$ cat src/stk_pkg.sv
// Shared types, widths and constants for the stick channel conditioner.
// No dependencies; imported by every module of the block.
package stk_pkg;

    localparam int CHANNELS   = 4;
    localparam int SAMPLE_W   = 12;
    localparam int OFFSET_W   = 10;
    localparam int MAP_W      = 12;
    localparam int VALUE_W    = 11;
    localparam int ADDR_W     = 4;
    localparam int DATA_W     = 32;

    localparam int DEFAULT_WINDOW_LENGTH = 10;

    // channel slots, also the register index of each offset
    localparam int CH_THROTTLE = 0;
    localparam int CH_PITCH    = 1;
    localparam int CH_ROLL     = 2;
    localparam int CH_YAW      = 3;

    localparam int MAP_BASE = 1000;

    localparam logic [SAMPLE_W-1:0] SAMPLE_MAX     = 12'd4095;
    localparam logic [VALUE_W-1:0]  OUT_LOW        = 11'd1000;
    localparam logic [VALUE_W-1:0]  OUT_HIGH       = 11'd2000;
    localparam logic [VALUE_W-1:0]  CENTER         = 11'd1500;
    localparam logic [VALUE_W-1:0]  THR_BAND_LOW   = 11'd1450;
    localparam logic [VALUE_W-1:0]  THR_BAND_HIGH  = 11'd1550;
    localparam logic [VALUE_W-1:0]  AXIS_BAND_LOW  = 11'd1490;
    localparam logic [VALUE_W-1:0]  AXIS_BAND_HIGH = 11'd1510;

    // one mapped sample per channel, as held by a window cell
    typedef logic [CHANNELS-1:0][MAP_W-1:0] t_quad;

    // per-stage load strobes from the top-level flow control
    typedef struct packed {
        logic load_sum;
        logic load_prod;
        logic load_out;
    } t_lane_ctl;

endpackage

$ cat src/stick_channel_conditioner.sv
// Top level of the stick channel conditioner: window cell chain, four
// channel lanes, flow control and offset registers. Depends on stk_pkg,
// stk_cell and stk_lane.
//
// Usage:
//   Input channel (i_in_valid / o_in_ready) carries one beat of four raw
//   12-bit samples: throttle, pitch, roll, yaw. Output channel
//   (o_out_valid / i_out_ready) returns one beat of four 11-bit values in
//   1000..2000 for every input beat, in order.
//   Offsets are written over the APB-style port: throttle at 0x0, pitch
//   at 0x4, roll at 0x8, yaw at 0xC, 10-bit two's complement in pwdata.
//   Write them only while no beat is in flight.
//
// A beat passes three registered stages in order: running sum update,
// reciprocal multiply, clamp/snap into the output register. Throughput
// is one beat per cycle when not stalled; each stage holds its beat only
// when the next one is full and stalled, so input keeps flowing into
// empty stages while a result waits at the output. o_in_ready drops
// only when all three stages are full and the receiver stalls.
//
// Reset (synchronous, active low) clears the window cells, running sums,
// offsets and stage valids. The window starts at zero, so the first
// WINDOW_LENGTH-1 or so outputs ramp up from the 1000 floor.
module stick_channel_conditioner import stk_pkg::*; #(
    parameter int WINDOW_LENGTH = DEFAULT_WINDOW_LENGTH
) (
    input  logic                i_clk,
    input  logic                i_rst_n,
    // config port
    input  logic                psel,
    input  logic                penable,
    input  logic                pwrite,
    input  logic [ADDR_W-1:0]   paddr,
    input  logic [DATA_W-1:0]   pwdata,
    output logic [DATA_W-1:0]   prdata,
    output logic                pready,
    // input beats
    input  logic                i_in_valid,
    output logic                o_in_ready,
    input  logic [SAMPLE_W-1:0] i_throttle_sample,
    input  logic [SAMPLE_W-1:0] i_pitch_sample,
    input  logic [SAMPLE_W-1:0] i_roll_sample,
    input  logic [SAMPLE_W-1:0] i_yaw_sample,
    // output beats
    output logic                o_out_valid,
    input  logic                i_out_ready,
    output logic [VALUE_W-1:0]  o_throttle_value,
    output logic [VALUE_W-1:0]  o_pitch_value,
    output logic [VALUE_W-1:0]  o_roll_value,
    output logic [VALUE_W-1:0]  o_yaw_value
);

    logic [OFFSET_W-1:0] r_offset [CHANNELS];
    logic [1:0]          w_reg_idx;
    logic                w_cfg_wr;

    logic      r_v_sum, r_v_prod, r_v_out;
    logic      w_rdy_sum, w_rdy_prod, w_rdy_out;
    t_lane_ctl w_ctl;

    logic [SAMPLE_W-1:0] w_sample   [CHANNELS];
    logic [VALUE_W-1:0]  w_band_lo  [CHANNELS];
    logic [VALUE_W-1:0]  w_band_hi  [CHANNELS];
    logic [VALUE_W-1:0]  w_value    [CHANNELS];
    t_quad               w_mapped;
    t_quad               w_oldest;
    t_quad               w_cell_out [WINDOW_LENGTH];

    // ---------------- config registers ----------------
    assign pready    = 1'b1;
    assign w_reg_idx = paddr[ADDR_W-1:2];
    assign w_cfg_wr  = psel & penable & pwrite & pready;

    always_ff @(posedge i_clk) begin
        if (!i_rst_n) begin
            for (int k = 0; k < CHANNELS; k++) begin
                r_offset[k] <= '0;
            end
        end else if (w_cfg_wr) begin
            r_offset[w_reg_idx] <= pwdata[OFFSET_W-1:0];
        end
    end

    // read back sign extended
    assign prdata = {{(DATA_W-OFFSET_W){r_offset[w_reg_idx][OFFSET_W-1]}},
                     r_offset[w_reg_idx]};

    // ---------------- flow control ----------------
    // a stage takes a new beat when it is empty or its beat moves on
    assign w_rdy_out  = !r_v_out  || i_out_ready;
    assign w_rdy_prod = !r_v_prod || w_rdy_out;
    assign w_rdy_sum  = !r_v_sum  || w_rdy_prod;

    assign o_in_ready  = w_rdy_sum;
    assign o_out_valid = r_v_out;

    assign w_ctl.load_sum  = i_in_valid & w_rdy_sum;
    assign w_ctl.load_prod = r_v_sum    & w_rdy_prod;
    assign w_ctl.load_out  = r_v_prod   & w_rdy_out;

    always_ff @(posedge i_clk) begin
        if (!i_rst_n) begin
            r_v_sum  <= 1'b0;
            r_v_prod <= 1'b0;
            r_v_out  <= 1'b0;
        end else begin
            if (w_rdy_sum) begin
                r_v_sum <= i_in_valid;
            end
            if (w_rdy_prod) begin
                r_v_prod <= r_v_sum;
            end
            if (w_rdy_out) begin
                r_v_out <= r_v_prod;
            end
        end
    end

    // ---------------- channel lanes ----------------
    // throttle is inverted before mapping
    assign w_sample[CH_THROTTLE] = SAMPLE_MAX - i_throttle_sample;
    assign w_sample[CH_PITCH]    = i_pitch_sample;
    assign w_sample[CH_ROLL]     = i_roll_sample;
    assign w_sample[CH_YAW]      = i_yaw_sample;

    // oldest window entry leaves from the last cell
    assign w_oldest = w_cell_out[WINDOW_LENGTH-1];

    for (genvar ch = 0; ch < CHANNELS; ch++) begin : g_lane
        assign w_band_lo[ch] = (ch == CH_THROTTLE) ? THR_BAND_LOW  : AXIS_BAND_LOW;
        assign w_band_hi[ch] = (ch == CH_THROTTLE) ? THR_BAND_HIGH : AXIS_BAND_HIGH;

        stk_lane #(
            .WINDOW_LENGTH (WINDOW_LENGTH)
        ) u_lane (
            .i_clk     (i_clk),
            .i_rst_n   (i_rst_n),
            .i_ctl     (w_ctl),
            .i_sample  (w_sample[ch]),
            .i_offset  (r_offset[ch]),
            .i_oldest  (w_oldest[ch]),
            .i_band_lo (w_band_lo[ch]),
            .i_band_hi (w_band_hi[ch]),
            .o_mapped  (w_mapped[ch]),
            .o_value   (w_value[ch])
        );
    end

    // ---------------- window cell chain ----------------
    // newest sample enters cell 0; every accepted beat moves all cells on
    for (genvar c = 0; c < WINDOW_LENGTH; c++) begin : g_cell
        t_quad w_cell_in;
        if (c == 0) begin : g_head
            assign w_cell_in = w_mapped;
        end else begin : g_body
            assign w_cell_in = w_cell_out[c-1];
        end

        stk_cell u_cell (
            .i_clk   (i_clk),
            .i_rst_n (i_rst_n),
            .i_shift (w_ctl.load_sum),
            .i_data  (w_cell_in),
            .o_data  (w_cell_out[c])
        );
    end

    assign o_throttle_value = w_value[CH_THROTTLE];
    assign o_pitch_value    = w_value[CH_PITCH];
    assign o_roll_value     = w_value[CH_ROLL];
    assign o_yaw_value      = w_value[CH_YAW];

endmodule

$ cat src/stk_cell.sv
// One window cell: holds one mapped sample of every channel.
// Depends on stk_pkg; chained in the top level to form the averaging window.
module stk_cell import stk_pkg::*; (
    input  logic  i_clk,
    input  logic  i_rst_n,
    input  logic  i_shift,
    input  t_quad i_data,
    output t_quad o_data
);

    t_quad r_data;

    always_ff @(posedge i_clk) begin
        if (!i_rst_n) begin
            r_data <= '0;
        end else if (i_shift) begin
            r_data <= i_data;
        end
    end

    assign o_data = r_data;

endmodule

$ cat src/stk_lane.sv
// Datapath of one channel: mapping, running sum, reciprocal divide,
// clamp and center snap. Depends on stk_pkg.
module stk_lane import stk_pkg::*; #(
    parameter int WINDOW_LENGTH = DEFAULT_WINDOW_LENGTH
) (
    input  logic                i_clk,
    input  logic                i_rst_n,
    input  t_lane_ctl           i_ctl,
    input  logic [SAMPLE_W-1:0] i_sample,
    input  logic [OFFSET_W-1:0] i_offset,
    input  logic [MAP_W-1:0]    i_oldest,
    input  logic [VALUE_W-1:0]  i_band_lo,
    input  logic [VALUE_W-1:0]  i_band_hi,
    output logic [MAP_W-1:0]    o_mapped,
    output logic [VALUE_W-1:0]  o_value
);

    localparam int SUM_W  = MAP_W + $clog2(WINDOW_LENGTH);
    localparam int LOG_W  = $clog2(WINDOW_LENGTH);
    localparam int SHIFT  = SUM_W + LOG_W;
    localparam int PROD_W = 2 * SUM_W + 1;
    // ceil(2^SHIFT / N): exact quotient for every SUM_W-bit dividend
    localparam logic [63:0] RECIP_FULL =
        ((64'd1 << SHIFT) + 64'(WINDOW_LENGTH) - 64'd1) / 64'(WINDOW_LENGTH);
    localparam logic [SUM_W:0] RECIP = RECIP_FULL[SUM_W:0];

    logic [MAP_W+1:0]   w_map_full;
    logic [SUM_W-1:0]   r_sum;
    logic [SUM_W-1:0]   n_sum;
    logic [PROD_W-1:0]  r_prod;
    logic [MAP_W-1:0]   w_quot;
    logic [MAP_W-1:0]   w_clamp;
    logic [VALUE_W-1:0] w_final;
    logic [VALUE_W-1:0] r_value;

    // 1000 + sample/4 - offset; always 489..2535
    assign w_map_full = (MAP_W+2)'(MAP_BASE)
                      + (MAP_W+2)'(i_sample[SAMPLE_W-1:2])
                      - {{(MAP_W+2-OFFSET_W){i_offset[OFFSET_W-1]}}, i_offset};
    assign o_mapped = w_map_full[MAP_W-1:0];

    assign n_sum = r_sum - SUM_W'(i_oldest) + SUM_W'(o_mapped);

    always_ff @(posedge i_clk) begin
        if (!i_rst_n) begin
            r_sum <= '0;
        end else if (i_ctl.load_sum) begin
            r_sum <= n_sum;
        end
    end

    always_ff @(posedge i_clk) begin
        if (i_ctl.load_prod) begin
            r_prod <= PROD_W'(r_sum) * PROD_W'(RECIP);
        end
    end

    assign w_quot = r_prod[SHIFT +: MAP_W];

    always_comb begin
        priority if (w_quot < MAP_W'(OUT_LOW)) begin
            w_clamp = MAP_W'(OUT_LOW);
        end else if (w_quot > MAP_W'(OUT_HIGH)) begin
            w_clamp = MAP_W'(OUT_HIGH);
        end else begin
            w_clamp = w_quot;
        end
        if (w_clamp > MAP_W'(i_band_lo) && w_clamp < MAP_W'(i_band_hi)) begin
            w_final = CENTER;
        end else begin
            w_final = w_clamp[VALUE_W-1:0];
        end
    end

    always_ff @(posedge i_clk) begin
        if (i_ctl.load_out) begin
            r_value <= w_final;
        end
    end

    assign o_value = r_value;

endmodule

$ cat config.mk
export PLATFORM = sky130hd
export DESIGN_NAME = stick_channel_conditioner
export DESIGN_NICKNAME = d
export VERILOG_FILES = /design/src/stk_pkg.sv /design/src/stick_channel_conditioner.sv /design/src/stk_cell.sv /design/src/stk_lane.sv
export SDC_FILE = /design/constraint.sdc
export NUM_CORES = 2
export LEC_CHECK = 0
export BUFFER_PORTS_ARGS = -buffer_cell sky130_fd_sc_hd__buf_2
export CAP_MARGIN = 20
export CORE_AREA = 2 2 370 372
export CTS_BUF_LIST = sky130_fd_sc_hd__clkbuf_4
export DETAILED_ROUTE_END_ITERATION = 16
export DIE_AREA = 0 0 372 374
export PLACE_DENSITY = 0.61
export SETUP_SLACK_MARGIN = 0.3
export SYNTH_ARGS = -nofsm -noshare
export SYNTH_HDL_FRONTEND = slang
export SYNTH_SLANG_ARGS = --single-unit
$ cat constraint.sdc
create_clock -name i_clk -period 6 [get_ports i_clk]
set_clock_uncertainty 0.15 [all_clocks]
set_input_delay 0.6 -clock i_clk [delete_from_list [all_inputs] [get_ports i_clk]]
set_output_delay 0.6 -clock i_clk [all_outputs]
set_load 0.05 [all_outputs]
==> metrics.cfg <==
[global_route]
grt_antenna_before_repair = 17
grt_max_degree = 246
grtUsageMet2 = 0.256
aggregate_global_routing_overflow = 0
grt.total_usage = 0.154
first_global_vias = 34300
groute.layer.met1.usage = 0.203
grt_most_used_layer = met2
grtUsageMet3 = 0.0273
grt_pass1_wl_mm = 175

[final_layout]
most_frequent_standard_cell_in_the_layout_excluding_fill_and_tap_cells = sky130_fd_sc_hd__nand2_1
area_growth_pct = 14.2
final_cell_mix = 1091 x sky130_fd_sc_hd__nand2_1, 808 x sky130_fd_sc_hd__inv_1, 607 x sky130_fd_sc_hd__ha_1, 606 x sky130_fd_sc_hd__a21oi_1, 514 x sky130_fd_sc_hd__dfxtp_1
final_net_count = 6630
share_of_cells_above_drive_strength_1 = 0.128

[clock_tree]
tritoncts.num_buffers = 181
clkTransAtPathRegs_ps = 70
cts_tree = yes
cts.path.max_buffers = 3
clock_latency_ps = 1060
clock-root-buffer = sky130_fd_sc_hd__clkbuf_4
htree_num_levels = 4
clkSinkCount = 679

[logic_synthesis]
syn-num-nets = 6357
number_of_enable_type_register_cells_in_the_synthesized_netlist = 132
ys_seq_area_frac = 0.318
ys_seq_elements = 679
synthArstFlopShare = 0
yosys.area.top_type_share = 0.233
yosysTopAreaCell = sky130_fd_sc_hd__dfxtp_1
synthesis.area_sq_um = 46900
post_synth_main_area_contributors = sky130_fd_sc_hd__dfxtp_1 23%, sky130_fd_sc_hd__ha_1 17%, sky130_fd_sc_hd__fa_1 16%
yosysWarnings = 0
netlist_instances = 5253
synthFlopType = sky130_fd_sc_hd__dfxtp_1
synth.distinct_cells = 70
synth.avg_cell_area_sq_um = 8.94

[setup_path]
reg2reg_depth = 21
start_kind = flop
end_kind = flop
cpMaxStageDelayCell = sky130_fd_sc_hd__fa_1
worst_path_most_repeated_cell = sky130_fd_sc_hd__fa_1
timing.critical_path.cells = ha_4, inv_2, fa_1, inv_1, fa_1, fa_1, fa_1, inv_1, fa_1, inv_2, ha_4, and3_4, a221oi_4, and3b_1, o21a_1, nor3_2, nor2_1, a21oi_2, a21o_1, o41ai_2, xnor2_1
reg2reg_setup_slack_ps = 350
critPathArrivalTime_ps = 6310
critPathMaxFanout = 4
criticalPathCategory = flop to flop
critPathRequiredTime_ps = 6660
timing.critical_path.slowest_cell_delay_ps = 520

[timing]
final_hold_viol_count = 0
rsz0062_at_grt = true
fin_tns_setup_ps = 0
finalCriticalPeriod_ps = 5650
slew_headroom = 0.222
final.period_utilization = 0.942
actual_transition_at_the_worst_max_transition_pin_ps = 1170
setup_viol = 0
max_clock_freq_mhz = 177
maxSlewViolCount = 0

[floorplanning]
dieWidth_um = 372
floorplan.core_area_sq_um = 135000
io_pins = 170
design.die.area_sq_um = 139000
row_count = 135
die-height_um = 374
floorplan.initialDensity = 0.348

[routing]
detailedRoute.firstIterationViolations = 1910
wl_per_cell_um = 14.3
via_count = 34800
route.detailed.drc = 0
firstDrtPassIters = 7
detail_routed_via_count_per_cell = 4.66
postRouteWirelength_mm = 107
drt.antenna.violating_nets = 0

[flow_run]
maxCapViolCount = 0

[status]
run_status = complete, no violations

[placed_design]
port_buffers = 136
post-dp-hpwl_mm = 80.6
place.gp.congestion = 0.902

[min_path]
min_delay_path_depth = 5
worst_hold_path_type = input pin to flop

==> layer usage <==
metal / up-vias / share of wire
met5: - / 0.00043
met4: 6 / 0.026
met3: 174 / 0.043
met2: 559 / 0.47
met1: 16500 / 0.46
li1: 17600 / -
==> worst paths after layout <==
path,startpoint,endpoint
hold / removal,i_pitch_sample[3],g_cell[0].u_cell.o_data[13]
hold reg to reg,g_cell[8].u_cell.o_data[42],g_cell[9].u_cell.o_data[42]
setup reg to reg,g_lane[2].u_lane.r_sum[7],g_lane[2].u_lane.r_prod[31]
setup / recovery,g_lane[2].u_lane.r_sum[7],g_lane[2].u_lane.r_prod[31]
==> synthesized netlist by cell type, drive strengths merged, types with 29 or more instances <==
cell / number
a21o: 39
nor3: 41
nand2: 1094
xnor2: 107
dfxtp: 547
and2: 53
o21ai: 97
a21oi: 614
buf: 29
inv: 824
clkbuf: 184
nor2: 135
nand3: 44
edfxtp: 132
fa: 369
xor2: 41
ha: 644
==> cell families after synthesis <==
| group | Yosys count | synth area share |
|---|---|---|
| XOR/XNOR | 148 | 0.0276 |
| adder cells (fa/ha/maj) | 1013 | 0.329 |
| AO/OA/AOI/OAI | 876 | 0.105 |
| buffers and inverters | 1037 | 0.0847 |
| other | 1 | 0.0000799 |
| AND/OR/NAND/NOR | 1485 | 0.131 |
| flip-flops | 679 | 0.318 |
| multiplexers | 14 | 0.00570 |
==> registers in the layout (all words and copies together) (netlist names) <==
signal,count
g_cell.u_cell.o_data,480
g_lane.u_lane.o_value,44
r_offset,40
g_lane.u_lane.r_sum,64
r_v_sum,1
o_out_valid,1
g_lane.u_lane.r_prod,48
r_v_prod,1
==> final cells by class <==
cell class / count / area [sq um]
Antenna cell: 13 / 32.5
Clock buffer: 256 / 1920
Clock inverter: 72 / 533
Fill cell: 13600 / 81300
Inverter: 824 / 3100
Multi-Input combinational cell: 3537 / 28700
Sequential cell: 679 / 15000
Tap cell: 1781 / 2230
Timing Repair Buffer: 303 / 2100
==> critical path: cells and delay by family, from the launching register on <==
kind | cells | cell delay (ps)
buffers and inverters | 4 | 190
DFF | 1 | 380
AOI/OAI and AO/OA | 5 | 1040
and+or+nand+nor | 4 | 580
adders and majority gates | 7 | 2940
xor gates and xnor gates | 1 | 110
==> metrics by stage <==
stage                     hold slack (ps)  cells  cell area (sq um)   util  setup slack, ps
after floorplan                       279   5253              47000      -              313
after global placement                286   7084              50100  0.371             35.1
after global routing                 67.5   7458              53600  0.397              148
final                                 112   7465              53600  0.397              348
after CTS                            2.91   7445              53200  0.394              302
after detailed placement              291   7084              50100  0.371             28.1
==> repair_timing <==
item,in CTS,in global routing
hold buffers,25,0
hold endpoints to repair,62,0
buffers inserted,8,7
pin swaps,34,34
endpoints found under the setup margin,20,33
gates resized for setup,72,72
Power is not shown: default switching activity piles up to over one toggle a cycle in this logic, so the estimate is an artifact.
